<file path="config.mk">
export PLATFORM = sky130hd
export DESIGN_NAME = double_ended_queue_unit
export DESIGN_NICKNAME = d
export VERILOG_FILES = /design/src/rtl/deq_pkg.sv /design/src/rtl/double_ended_queue_unit.sv /design/src/rtl/deq_store.sv /design/src/rtl/deq_ctrl.sv
export SDC_FILE = /design/constraint.sdc
export NUM_CORES = 2
export LEC_CHECK = 0
export ABC_AREA = 0
export ABC_CLOCK_PERIOD_IN_PS = 5130
export BUFFER_PORTS_ARGS = -buffer_cell sky130_fd_sc_hd__buf_2
export CAP_MARGIN = 10
export CORE_AREA = 2 2 477 479
export DETAILED_ROUTE_END_ITERATION = 8
export DIE_AREA = 0 0 479 481
export GPL_TIMING_DRIVEN = 0
export HOLD_SLACK_MARGIN = 0.06
export PLACE_DENSITY_LB_ADDON = 0.12
export SETUP_SLACK_MARGIN = 0.5
export SYNTH_ARGS = -nofsm -noshare
export SYNTH_HDL_FRONTEND = slang
export SYNTH_SLANG_ARGS = --single-unit
</file>
<file path="constraint.sdc">
create_clock -name i_clk -period 5.13 [get_ports i_clk]
set_input_delay 1.026 -clock i_clk [delete_from_list [all_inputs] [get_ports i_clk]]
set_output_delay 1.026 -clock i_clk [all_outputs]
set_load 0.005 [all_outputs]
</file>
<file path="src/rtl/deq_pkg.sv">
package deq_pkg;

    // Field widths of the item and result channels.
    localparam int OP_W     = 3;
    localparam int DATA_W   = 32;
    localparam int STATUS_W = 2;
    localparam int POS_W    = 6;
    localparam int OCC_W    = 7;

    // Default number of store entries.
    localparam int DEF_CAPACITY = 64;

    // Operation codes.
    localparam logic [OP_W-1:0] OP_PUSH_FRONT = 3'd0;
    localparam logic [OP_W-1:0] OP_PUSH_BACK  = 3'd1;
    localparam logic [OP_W-1:0] OP_POP_FRONT  = 3'd2;
    localparam logic [OP_W-1:0] OP_POP_BACK   = 3'd3;
    localparam logic [OP_W-1:0] OP_SEARCH     = 3'd4;
    localparam logic [OP_W-1:0] OP_DUMP_FWD   = 3'd5;
    localparam logic [OP_W-1:0] OP_DUMP_BWD   = 3'd6;

    // Result status codes.
    localparam logic [STATUS_W-1:0] ST_OK        = 2'd0;
    localparam logic [STATUS_W-1:0] ST_EMPTY     = 2'd1;
    localparam logic [STATUS_W-1:0] ST_FULL      = 2'd2;
    localparam logic [STATUS_W-1:0] ST_NOT_FOUND = 2'd3;

    // One result item as it moves from the sequencer to the output register.
    typedef struct packed {
        logic signed [DATA_W-1:0] value;
        logic [STATUS_W-1:0]      status;
        logic [POS_W-1:0]         position;
        logic [OCC_W-1:0]         occupancy;
        logic                     last;
    } t_result;

    function automatic t_result mk_result(
        input logic [DATA_W-1:0]   value,
        input logic [STATUS_W-1:0] status,
        input logic [POS_W-1:0]    position,
        input logic [OCC_W-1:0]    occupancy,
        input logic                last
    );
        t_result r;
        r.value     = value;
        r.status    = status;
        r.position  = position;
        r.occupancy = occupancy;
        r.last      = last;
        return r;
    endfunction

endpackage

</file>
<file path="src/rtl/double_ended_queue_unit.sv">
// Bounded double-ended queue of signed 32-bit values in a circular store of
// CAPACITY entries (2 to 64). Each accepted item is one operation: push front,
// push back, pop front, pop back, search, forward dump or backward dump. Every
// operation yields one result with o_last set, except a dump of a non-empty
// queue, which yields one result per element in order with o_last on the
// final one. The block works on one item at a time and all elements share a
// single store with one read and one write port, so a search reads the
// elements one at a time from the front until a match or the back element,
// and a dump reads one element for each result it yields.
// The result register lets
// the next item be taken while the last result still waits for o_valid to be
// taken. Store contents are undefined after reset and need no clearing pass;
// only occupied entries are ever read.
module double_ended_queue_unit #(
    parameter int CAPACITY = deq_pkg::DEF_CAPACITY
) (
    input  logic                              i_clk,
    input  logic                              i_rst_n,
    // Item channel.
    input  logic                              i_valid,
    output logic                              o_ready,
    input  logic [deq_pkg::OP_W-1:0]          i_op,
    input  logic signed [deq_pkg::DATA_W-1:0] i_value,
    // Result channel.
    output logic                              o_valid,
    input  logic                              i_ready,
    output logic signed [deq_pkg::DATA_W-1:0] o_result_value,
    output logic [deq_pkg::STATUS_W-1:0]      o_status,
    output logic [deq_pkg::POS_W-1:0]         o_position,
    output logic [deq_pkg::OCC_W-1:0]         o_occupancy_out,
    output logic                              o_last
);
    import deq_pkg::*;

    localparam int AW = (CAPACITY > 1) ? $clog2(CAPACITY) : 1;

    logic              w_we;
    logic [AW-1:0]     w_waddr;
    logic [DATA_W-1:0] w_wdata;
    logic              w_re;
    logic [AW-1:0]     w_raddr;
    logic [DATA_W-1:0] w_rdata;
    logic              w_can_load;
    logic              w_load;
    t_result           w_res;
    logic              r_out_valid;
    t_result           r_out;

    deq_ctrl #(
        .CAPACITY (CAPACITY),
        .AW       (AW)
    ) u_ctrl (
        .i_clk      (i_clk),
        .i_rst_n    (i_rst_n),
        .i_valid    (i_valid),
        .o_ready    (o_ready),
        .i_op       (i_op),
        .i_value    (i_value),
        .i_can_load (w_can_load),
        .o_load     (w_load),
        .o_res      (w_res),
        .o_we       (w_we),
        .o_waddr    (w_waddr),
        .o_wdata    (w_wdata),
        .o_re       (w_re),
        .o_raddr    (w_raddr),
        .i_rdata    (w_rdata)
    );

    deq_store #(
        .DEPTH (CAPACITY),
        .AW    (AW)
    ) u_store (
        .i_clk   (i_clk),
        .i_we    (w_we),
        .i_waddr (w_waddr),
        .i_wdata (w_wdata),
        .i_re    (w_re),
        .i_raddr (w_raddr),
        .o_rdata (w_rdata)
    );

    // Output register: loads when empty or when its result is being transferred.
    assign w_can_load = !r_out_valid || i_ready;

    always_ff @(posedge i_clk) begin
        if (!i_rst_n) begin
            r_out_valid <= 1'b0;
        end else if (w_load) begin
            r_out_valid <= 1'b1;
        end else if (i_ready) begin
            r_out_valid <= 1'b0;
        end
    end

    always_ff @(posedge i_clk) begin
        if (w_load) begin
            r_out <= w_res;
        end
    end

    assign o_valid         = r_out_valid;
    assign o_result_value  = r_out.value;
    assign o_status        = r_out.status;
    assign o_position      = r_out.position;
    assign o_occupancy_out = r_out.occupancy;
    assign o_last          = r_out.last;

    // A result is never loaded over one that is still waiting.
    a_no_overwrite: assert property (@(posedge i_clk) disable iff (!i_rst_n)
        w_load |-> (!r_out_valid || i_ready))
        else $error("result register overwritten while waiting");

    // Occupancy never exceeds the capacity.
    a_occ_bound: assert property (@(posedge i_clk) disable iff (!i_rst_n)
        o_valid |-> (o_occupancy_out <= OCC_W'(CAPACITY)))
        else $error("occupancy above capacity");

    // A dropped push is reported only when the queue is full.
    a_full_status: assert property (@(posedge i_clk) disable iff (!i_rst_n)
        (o_valid && o_status == ST_FULL) |-> (o_occupancy_out == OCC_W'(CAPACITY)))
        else $error("full status with free entries");

    // An empty report comes only from an empty queue.
    a_empty_status: assert property (@(posedge i_clk) disable iff (!i_rst_n)
        (o_valid && o_status == ST_EMPTY) |-> (o_occupancy_out == '0))
        else $error("empty status with stored elements");

endmodule

</file>
<file path="src/rtl/deq_store.sv">
module deq_store #(
    parameter int DEPTH = 64,
    parameter int AW    = 6
) (
    input  logic                       i_clk,
    input  logic                       i_we,
    input  logic [AW-1:0]              i_waddr,
    input  logic [deq_pkg::DATA_W-1:0] i_wdata,
    input  logic                       i_re,
    input  logic [AW-1:0]              i_raddr,
    output logic [deq_pkg::DATA_W-1:0] o_rdata
);
    import deq_pkg::*;

    logic [DATA_W-1:0] mem [DEPTH];
    logic [DATA_W-1:0] r_rdata;

    // Single write port.
    always_ff @(posedge i_clk) begin
        if (i_we) begin
            mem[i_waddr] <= i_wdata;
        end
    end

    // Registered read port; the data holds until the next read is issued.
    always_ff @(posedge i_clk) begin
        if (i_re) begin
            r_rdata <= mem[i_raddr];
        end
    end

    assign o_rdata = r_rdata;

endmodule

</file>
<file path="src/rtl/deq_ctrl.sv">
module deq_ctrl #(
    parameter int CAPACITY = deq_pkg::DEF_CAPACITY,
    parameter int AW       = 6
) (
    input  logic                       i_clk,
    input  logic                       i_rst_n,
    // Item channel.
    input  logic                       i_valid,
    output logic                       o_ready,
    input  logic [deq_pkg::OP_W-1:0]   i_op,
    input  logic [deq_pkg::DATA_W-1:0] i_value,
    // Result hand-off to the output register.
    input  logic                       i_can_load,
    output logic                       o_load,
    output deq_pkg::t_result           o_res,
    // Store ports.
    output logic                       o_we,
    output logic [AW-1:0]              o_waddr,
    output logic [deq_pkg::DATA_W-1:0] o_wdata,
    output logic                       o_re,
    output logic [AW-1:0]              o_raddr,
    input  logic [deq_pkg::DATA_W-1:0] i_rdata
);
    import deq_pkg::*;

    localparam logic [AW:0]      CAP_X    = (AW+1)'(CAPACITY);
    localparam logic [AW-1:0]    LAST_SLT = AW'(CAPACITY - 1);
    localparam logic [OCC_W-1:0] CAP_OCC  = OCC_W'(CAPACITY);

    typedef enum logic [4:0] {
        S_IDLE = 5'b00001,
        S_RESP = 5'b00010,
        S_POP  = 5'b00100,
        S_SCAN = 5'b01000,
        S_DUMP = 5'b10000
    } t_state;

    // Circular slot arithmetic; both operands are below the capacity.
    function automatic logic [AW-1:0] slot_add(input logic [AW-1:0] a,
                                               input logic [AW-1:0] b);
        logic [AW:0] s;
        s = {1'b0, a} + {1'b0, b};
        if (s >= CAP_X) begin
            s = s - CAP_X;
        end
        return s[AW-1:0];
    endfunction

    function automatic logic [AW-1:0] slot_inc(input logic [AW-1:0] a);
        return (a == LAST_SLT) ? '0 : a + AW'(1);
    endfunction

    function automatic logic [AW-1:0] slot_dec(input logic [AW-1:0] a);
        return (a == '0) ? LAST_SLT : a - AW'(1);
    endfunction

    t_state              r_state, n_state;
    logic [AW-1:0]       r_front, n_front;
    logic [OCC_W-1:0]    r_occ, n_occ;
    logic [AW-1:0]       r_slot, n_slot;
    logic [POS_W-1:0]    r_pos, n_pos;
    logic                r_dir, n_dir;
    logic [DATA_W-1:0]   r_key, n_key;
    t_result             r_res, n_res;

    logic [OCC_W-1:0]    w_occ_m1;
    logic [AW-1:0]       w_back_slot;
    logic [AW-1:0]       w_push_slot;
    logic                w_full;
    logic                w_empty;
    logic                w_accept;
    logic                w_match;
    logic                w_at_end;
    logic                w_dump_last;

    // Slots of the back element and of the next free back entry.
    assign w_occ_m1    = r_occ - OCC_W'(1);
    assign w_back_slot = slot_add(r_front, w_occ_m1[AW-1:0]);
    assign w_push_slot = slot_add(r_front, r_occ[AW-1:0]);
    assign w_full      = (r_occ == CAP_OCC);
    assign w_empty     = (r_occ == '0);
    assign o_ready     = (r_state == S_IDLE);
    assign w_accept    = i_valid && o_ready;
    assign w_match     = (i_rdata == r_key);
    assign w_at_end    = (r_pos == w_occ_m1[POS_W-1:0]);
    assign w_dump_last = r_dir ? (r_pos == '0) : w_at_end;

    // Sequencer: one store access per cycle, one item at a time.
    always_comb begin
        n_state = r_state;
        n_front = r_front;
        n_occ   = r_occ;
        n_slot  = r_slot;
        n_pos   = r_pos;
        n_dir   = r_dir;
        n_key   = r_key;
        n_res   = r_res;
        o_we    = 1'b0;
        o_waddr = w_push_slot;
        o_wdata = i_value;
        o_re    = 1'b0;
        o_raddr = r_slot;
        o_load  = 1'b0;
        o_res   = r_res;

        unique case (r_state)
            S_IDLE: begin
                if (w_accept) begin
                    n_key   = i_value;
                    n_state = S_RESP;
                    unique case (i_op)
                        OP_PUSH_FRONT, OP_PUSH_BACK: begin
                            if (w_full) begin
                                n_res = mk_result(i_value, ST_FULL, '0, r_occ, 1'b1);
                            end else if (i_op == OP_PUSH_FRONT) begin
                                o_we    = 1'b1;
                                o_waddr = slot_dec(r_front);
                                n_front = slot_dec(r_front);
                                n_occ   = r_occ + OCC_W'(1);
                                n_res   = mk_result(i_value, ST_OK, '0, n_occ, 1'b1);
                            end else begin
                                o_we    = 1'b1;
                                o_waddr = w_push_slot;
                                n_occ   = r_occ + OCC_W'(1);
                                n_res   = mk_result(i_value, ST_OK, r_occ[POS_W-1:0],
                                                    n_occ, 1'b1);
                            end
                        end
                        OP_POP_FRONT, OP_POP_BACK: begin
                            if (w_empty) begin
                                n_res = mk_result('0, ST_EMPTY, '0, r_occ, 1'b1);
                            end else begin
                                o_re    = 1'b1;
                                n_occ   = w_occ_m1;
                                n_state = S_POP;
                                if (i_op == OP_POP_FRONT) begin
                                    o_raddr = r_front;
                                    n_front = slot_inc(r_front);
                                    n_pos   = '0;
                                end else begin
                                    o_raddr = w_back_slot;
                                    n_pos   = w_occ_m1[POS_W-1:0];
                                end
                            end
                        end
                        OP_SEARCH: begin
                            if (w_empty) begin
                                n_res = mk_result('0, ST_NOT_FOUND, '0, r_occ, 1'b1);
                            end else begin
                                o_re    = 1'b1;
                                o_raddr = r_front;
                                n_slot  = slot_inc(r_front);
                                n_pos   = '0;
                                n_state = S_SCAN;
                            end
                        end
                        OP_DUMP_FWD, OP_DUMP_BWD: begin
                            if (w_empty) begin
                                n_res = mk_result('0, ST_EMPTY, '0, r_occ, 1'b1);
                            end else begin
                                o_re    = 1'b1;
                                n_state = S_DUMP;
                                if (i_op == OP_DUMP_FWD) begin
                                    o_raddr = r_front;
                                    n_slot  = slot_inc(r_front);
                                    n_pos   = '0;
                                    n_dir   = 1'b0;
                                end else begin
                                    o_raddr = w_back_slot;
                                    n_slot  = slot_dec(w_back_slot);
                                    n_pos   = w_occ_m1[POS_W-1:0];
                                    n_dir   = 1'b1;
                                end
                            end
                        end
                        default: begin
                            // Unused code: no change, one plain result.
                            n_res = mk_result('0, ST_OK, '0, r_occ, 1'b1);
                        end
                    endcase
                end
            end
            S_RESP: begin
                o_res = r_res;
                if (i_can_load) begin
                    o_load  = 1'b1;
                    n_state = S_IDLE;
                end
            end
            S_POP: begin
                // Read data holds in the store until the result can move on.
                o_res = mk_result(i_rdata, ST_OK, r_pos, r_occ, 1'b1);
                if (i_can_load) begin
                    o_load  = 1'b1;
                    n_state = S_IDLE;
                end
            end
            S_SCAN: begin
                if (w_match) begin
                    o_res = mk_result(r_key, ST_OK, r_pos, r_occ, 1'b1);
                end else begin
                    o_res = mk_result('0, ST_NOT_FOUND, '0, r_occ, 1'b1);
                end
                if (w_match || w_at_end) begin
                    if (i_can_load) begin
                        o_load  = 1'b1;
                        n_state = S_IDLE;
                    end
                end else begin
                    o_re    = 1'b1;
                    o_raddr = r_slot;
                    n_slot  = slot_inc(r_slot);
                    n_pos   = r_pos + POS_W'(1);
                end
            end
            S_DUMP: begin
                o_res = mk_result(i_rdata, ST_OK, r_pos, r_occ, w_dump_last);
                if (i_can_load) begin
                    o_load = 1'b1;
                    if (w_dump_last) begin
                        n_state = S_IDLE;
                    end else begin
                        o_re    = 1'b1;
                        o_raddr = r_slot;
                        n_slot  = r_dir ? slot_dec(r_slot) : slot_inc(r_slot);
                        n_pos   = r_dir ? r_pos - POS_W'(1) : r_pos + POS_W'(1);
                    end
                end
            end
            default: begin
                n_state = S_IDLE;
            end
        endcase
    end

    // Control state.
    always_ff @(posedge i_clk) begin
        if (!i_rst_n) begin
            r_state <= S_IDLE;
            r_front <= '0;
            r_occ   <= '0;
        end else begin
            r_state <= n_state;
            r_front <= n_front;
            r_occ   <= n_occ;
        end
    end

    // Working registers of the item in progress.
    always_ff @(posedge i_clk) begin
        r_slot <= n_slot;
        r_pos  <= n_pos;
        r_dir  <= n_dir;
        r_key  <= n_key;
        r_res  <= n_res;
    end

endmodule

</file>
[Word level (Yosys, flattened, before mapping)]
Memory sizes are Yosys's and may differ from the RTL's. A register that Yosys moved wholly into a read port is not among the register bits.
Index checks and enable logic that the tools add are counted.
Storage, ports and cells
  bits in registers: 160
  RAM bits: 2048
  input port bits: 39
  output and inout port bits: 50
  memories: 1
Cells by class
  $add $sub $neg: 13
  order comparisons: 2
  equality and inequality tests: 33
  multiplexer cells: 87
  bitwise operators: 1
  reduce and logical (&&, ||, !) cells: 28
Memory list
  u_store.mem: depth 64, bits a word 32, rd ports 1, clocked after Yosys merged registers in 1, wr ports 1, line deq_store.sv:15  | logic [DATA_W-1:0] mem [DEPTH];
Operators with widths (count)
  $pmux 48 s3: 2
  $mux 6: 41
  $mux 48: 3
  $pmux 6 s3: 4
  $sub 6x1->6 const B: 6
  $eq 32x32->1: 1
  $mux 5: 6
  $logic_not 6->1: 4
  $pmux 6 s2: 2
  $pmux 5 s4: 1
  $add 6x1->6 const B: 3
  $mux 1: 18
  $mux 16: 1
  $pmux 5 s3: 1
  $add 6x6->7: 2
  $ge 7x7->1 const B: 2
  $mux 14: 1
  $mux 7: 2
  $ne 2x1->1 const B: 7
  $pmux 7 s2: 1
  $eq 6x6->1 const B: 2
  $ne 3x3->1 const B: 4
  $reduce_and 4->1: 3
  $ne 2x2->1 const B: 5
  34 further kinds: 42

[Longest topological paths before layout]
  word-level depth: 11
  depth in mapped cells: 17
  mapped depth without buffers: 14

[Cells and area by module]
A second synthesis with hierarchy kept.
Unflattened totals
  cell total of the unflattened synthesis: 4361
  area total of the unflattened synthesis: 88422.3 sq um
By module, submodules not included
  deq_store: times used 1, cells each 3511, area an instance 79359.9 sq um
  deq_ctrl: times used 1, cells each 798, area an instance 7572.3 sq um
  double_ended_queue_unit: times used 1, cells each 52, area an instance 1490.2 sq um

[Least setup slack after synthesis]
Ideal clock, no wire load.
  kind: input to register
  from: input port i_valid
  to: memory u_store.mem[0][0], enable pin
  library setup time: 421 ps
  arrival time: 4491 ps
  data required time: 4709 ps
  slack: 218 ps
  stages on the path: 11
  buffers on the path: 2
  cell sequence: and3b_1 nand2_2 clkinv_1 buf_2 nand2_1 nor2_1 buf_2 nand3_1 o21ai_0 nand3_1 nor2_1
On the way
  word-level cells in the longest chain between the ends: 5
RTL lines
  from (decl): line double_ended_queue_unit.sv:20  | input logic i_valid,
  $logic_and 1x1->1 *: line deq_ctrl.sv:83  | assign w_accept = i_valid && o_ready;
  $mux 1: line deq_ctrl.sv:108  | if (w_accept) begin
  $mux 1: line deq_ctrl.sv:106  | unique case (r_state)
  $mux 1: line deq_store.sv:20  | if (i_we) begin
  $mux 1 (implied by the code): line deq_store.sv:21  | mem[i_waddr] <= i_wdata;
  to (decl): line deq_store.sv:15
Mark *: on every way between the ends. The rest lies on a longest branch, timed or not.

[Worst setup path after layout]
  from: register u_ctrl.r_occ[0]
  to: register u_store.r_rdata[30] (netlist: u_store.o_rdata[30]), read port of u_store.mem (data pin)
On the way
  word-level cells in the longest chain between the ends: 9
RTL lines
  from (decl): line deq_ctrl.sv:59  | logic [OCC_W-1:0] r_occ, n_occ;
  from (signal assigned): line deq_ctrl.sv:245  | r_occ <= n_occ;
  $sub 7x1->7: line deq_ctrl.sv:77  | assign w_occ_m1 = r_occ - OCC_W'(1);
  $add 6x6->7: line deq_ctrl.sv:42  | s = {1'b0, a} + {1'b0, b};
  $sub 6x1->6 or $ge 7x7->1 (tied branches): line deq_ctrl.sv:44, deq_ctrl.sv:43
  $mux 6: line deq_ctrl.sv:43  | if (s >= CAP_X) begin
  $mux 6, on equally long branches: line deq_ctrl.sv:163, deq_ctrl.sv:136
  $mux 6, on equally long branches: line deq_ctrl.sv:158, deq_ctrl.sv:130
  $pmux 6 s3: line deq_ctrl.sv:111  | unique case (i_op)
  $mux 6: line deq_ctrl.sv:108
  $mux 6
  to (decl): line deq_store.sv:16  | logic [DATA_W-1:0] r_rdata;
Several ways; a longest one is shown, not always the timed one.
A chain may end at the register's enable or synchronous reset.

==> results.py <==
metrics = {
    "yosys": {
        "netlist_area_mm2": 0.0895,
        "synth_nets": 6194,
        "ys_seq_elements": 2239,
        "synth-seq-area-share_pct": 74.9,
        "synth-edff-count": 2220,
        "yosysMostFrequentCell": "edfxtp_1",
        "synth_top_cell_area_share_pct": 74.5,
        "async_flop_share_pct": 0,
        "synth_top_cell_by_area": "edfxtp_1",
        "ys_dominant_reg_cell": "edfxtp_1",
        "yosysWarnings": 0,
        "synth.area.top_cells": "edfxtp_1 74%, nand2_1 5.0%, nand3_1 2.3%",
        "netlist_instances": 6126,
        "synthTopCellsByCount": "2220 x edfxtp_1, 1203 x nand2_1, 414 x nand3_1, 279 x a21oi_1, 184 x buf_2",
        "syn_avg_cell_area_um2": 14.6,
        "synthDistinctLibCells": 81,
    },
    "route": {
        "vias": 58600,
        "via_per_inst": 5.95,
        "avgRoutedWirePerCell_um": 34.2,
        "firstDrtPassIters": 8,
        "drc": 0,
        "antenna_left": 0,
        "drt-total-wl_um": 337000,
        "drtIter0Drc": 9072,
    },
    "worst_setup_path": {
        "cp_max_fo": 10,
        "end_kind": "register",
        "r2r_cells": 17,
        "reg2reg_slack_ps": 380,
        "start_kind": "register",
        "arrival_ps": 5440,
        "timing.rr.end": "u_store.o_rdata[30]$_DFFE_PP_",
        "worstPathRequired_ps": 5820,
        "cp-startpoint": "u_ctrl.r_occ[0]$_SDFFE_PN0P_",
        "timing.rr.start": "u_ctrl.r_occ[0]$_SDFFE_PN0P_",
        "path_class": "reg -> reg",
    },
    "sta": {
        "max_slew_margin_pct": 14.4,
        "max_freq_ghz": 0.210,
        "min_period_ps": 4750,
        "worst_slew_pin_slew_ps": 1270,
        "rsz0062_at_grt": "true",
        "fin_skew_ps": 71.6,
        "hold_viol_final": 0,
        "timing.final.ws_setup_ps": 377,
        "hold_ws_ps": 431,
        "setup_violations": 0,
        "fin_setup_tns_ps": 0,
        "finalCritPeriodShare_pct": 92.7,
        "slew_viol_final": 0,
    },
    "power": {
        "p_int_w": 0.0313,
        "seq_power_share_pct": 47.0,
        "switching_share_pct": 28.1,
        "irDropWorstVdd_mv": 0.402,
        "p_leak_nw": 36.1,
        "p_per_area_mw_per_mm2": 402,
        "p_clk_share_pct": 37.8,
        "power_w": 0.0435,
        "p_comb_share_pct": 15.2,
        "p_switching_w": 0.0122,
    },
    "grt": {
        "grt_pass1_wl_um": 455000,
        "grt_pass1_vias": 54400,
        "antenna_found_initial": 37,
        "grt_usage_pct": 28.6,
        "grt_start_max_net_pins": 67,
        "overflow": 0,
    },
    "clock_network": {
        "h-tree-depth": 4,
        "postCtsHoldBufs": 0,
        "cts.sinks": 2239,
        "max-clock-path-buffers": 3,
        "numCtsBuffers": 233,
        "clk_pin_slew_ps": 70,
        "clk_latency_ps": 930,
        "clock-root-buffer": "clkbuf_16",
        "cts_tree": "done",
    },
    "run_status": {
        "status": "complete, no violations",
    },
    "hold_path": {
        "whs_path_depth": 1,
        "holdCritStartpoint": "i_value[27]",
        "min_to": "u_ctrl.r_key[27]$_DFFE_PP_",
        "hold_class": "in -> reg",
    },
    "die": {
        "initial_core_util_pct": 39.7,
        "core_area_mm2": 0.226,
        "row_count": 175,
        "pin_count": 89,
        "dieArea_mm2": 0.230,
        "die_width_um": 479,
        "die_h_um": 481,
    },
    "placed_design": {
        "detailed_place.area_mm2": 0.0968,
        "portBuffers": 87,
        "place_congestion": 0.973,
        "place_ws_ps": -1630,
        "dp_hpwl_um": 232000,
    },
    "finish": {
        "layout-drive-gt1-share_pct": 20.6,
        "nFillCells": 19500,
        "nets": 6713,
        "area_growth_pct": 20.9,
        "design_area_mm2": 0.108,
    },
    "job": {
        "maxCapViolCount": 0,
    },
}
[how the worst max path moves through the flow]
stage | end | slack (ps) | depth (start not counted)
after floorplan | u_store.mem[0][0]$_DFFE_PP_ | 220 | 11
after global placement | u_store.mem[56][12]$_DFFE_PP_ | -3140 | 12
after detailed placement | u_store.o_rdata[7]$_DFFE_PP_ | -1630 | 15
after CTS | u_store.mem[56][27]$_DFFE_PP_ | 180 | 13
after global routing | u_store.o_rdata[12]$_DFFE_PP_ | 390 | 17
final | u_store.o_rdata[30]$_DFFE_PP_ | 380 | 17
[cells in the final DEF, fill, tap and decap left out, types with 39 or more instances in the layout]
cell type / instances
clkinv_1: 50
buf_4: 157
a211oi_1: 106
nor3_1: 41
xnor2_1: 64
clkbuf_16: 234
and2_1: 40
buf_6: 42
and3_1: 124
o21ai_0: 40
a32oi_1: 71
clkbuf_2: 61
o22ai_1: 39
mux2i_1: 153
buf_2: 180
clkbuf_1: 130
clkinv_2: 49
a31oi_1: 102
nand3_1: 365
buf_12: 91
inv_1: 52
nor2_1: 61
nand4_1: 47
nor2_4: 75
mux4_2: 74
edfxtp_1: 2220
a21oi_1: 226
nand2_1: 1191
buf_16: 41
a22oi_1: 91
[timing repair]
item | in CTS | in global routing
setup endpoints to repair | 2013 | 1680
gates resized for setup | 558 | 179
endpoints found under the hold margin | 0 | 0
buffers inserted | 27 | 52
cloned | 2 | 1
pin swaps | 26 | 38
[area by class of cell]
| class | instances | area (µm²) | share of cell area [%] |
|---|---|---|---|
| Sequential cell | 2239 | 67100 | 61.9 |
| Multi-Input combinational cell | 3434 | 23400 | 21.6 |
| Clock buffer | 294 | 6080 | 5.62 |
| Timing Repair Buffer | 283 | 3870 | 3.57 |
| Tap cell | 3009 | 3760 | 3.48 |
| Buffer | 399 | 2570 | 2.37 |
| Clock inverter | 135 | 1270 | 1.18 |
| Inverter | 55 | 214 | 0.198 |
| Antenna cell | 10 | 25.0 | 0.0231 |
[kinds of logic (layout without fill, tap and decap cells)]
family          after synthesis  count (layout)  share of synthesized area [%]
compound gates              989             989                           7.44
xor+xnor                     83              83                          0.812
fa+ha+maj                    29              29                          0.422
buf+inv                     454            1166                           2.41
flops                      2239            2239                           74.9
mux                         236             236                           3.68
other cells                   0              10                              0
simple gates               2096            2097                           10.3
[registers in the layout, summed over array words and instances, names as in the netlist]
register         count
o_last               1
o_occupancy_out      7
o_position           6
o_result_value      32
o_status             2
o_valid              1
u_ctrl.r_dir         1
u_ctrl.r_front       6
u_ctrl.r_key        32
u_ctrl.r_occ         7
u_ctrl.r_pos         6
u_ctrl.r_res        47
u_ctrl.r_slot        6
u_ctrl.r_state       5
u_store.mem       2048
u_store.o_rdata     32
[power by group through the flow]
stage	combinational [W]	clock [W]	sequential (W)
global placement	0.00549	0	0.0209
CTS	0.00625	0.0167	0.0204
detailed placement	0.00566	0	0.0208
finish	0.00660	0.0165	0.0204
floorplan	0.00263	0	0.0208
global route	0.00676	0.0174	0.0204
[metal layers]
metal	global-route usage [%]	part of all wire, %	up-vias
met5	0	0.0074	-
met4	13.1	5.1	4
met3	5.38	9.3	534
met2	44.1	45	3248
met1	39.4	40	30200
li1	-	-	24600
[stage by stage]
stage	std cells	utilization (%)
after detailed placement	9335	42.9
after CTS	9793	47.4
final	9858	47.9
after floorplan	6126	-
after global placement	9222	41.5
after global routing	9850	47.9
[critical path, stage by stage, from the launching register on]
cell	delay [ps]
dfxtp_4	430
clkinvlp_4	190
buf_4	170
ha_1	210
inv_1	80
fa_2	490
nor2b_1	190
a221oi_2	90
and3_2	270
nor2_4	390
buf_6	200
buf_4	240
buf_4	260
mux2i_1	100
a22oi_1	340
o21ai_0	320
a21oi_1	200
and4_1	370
No activity file was read; power rests on OpenSTA's default activity.
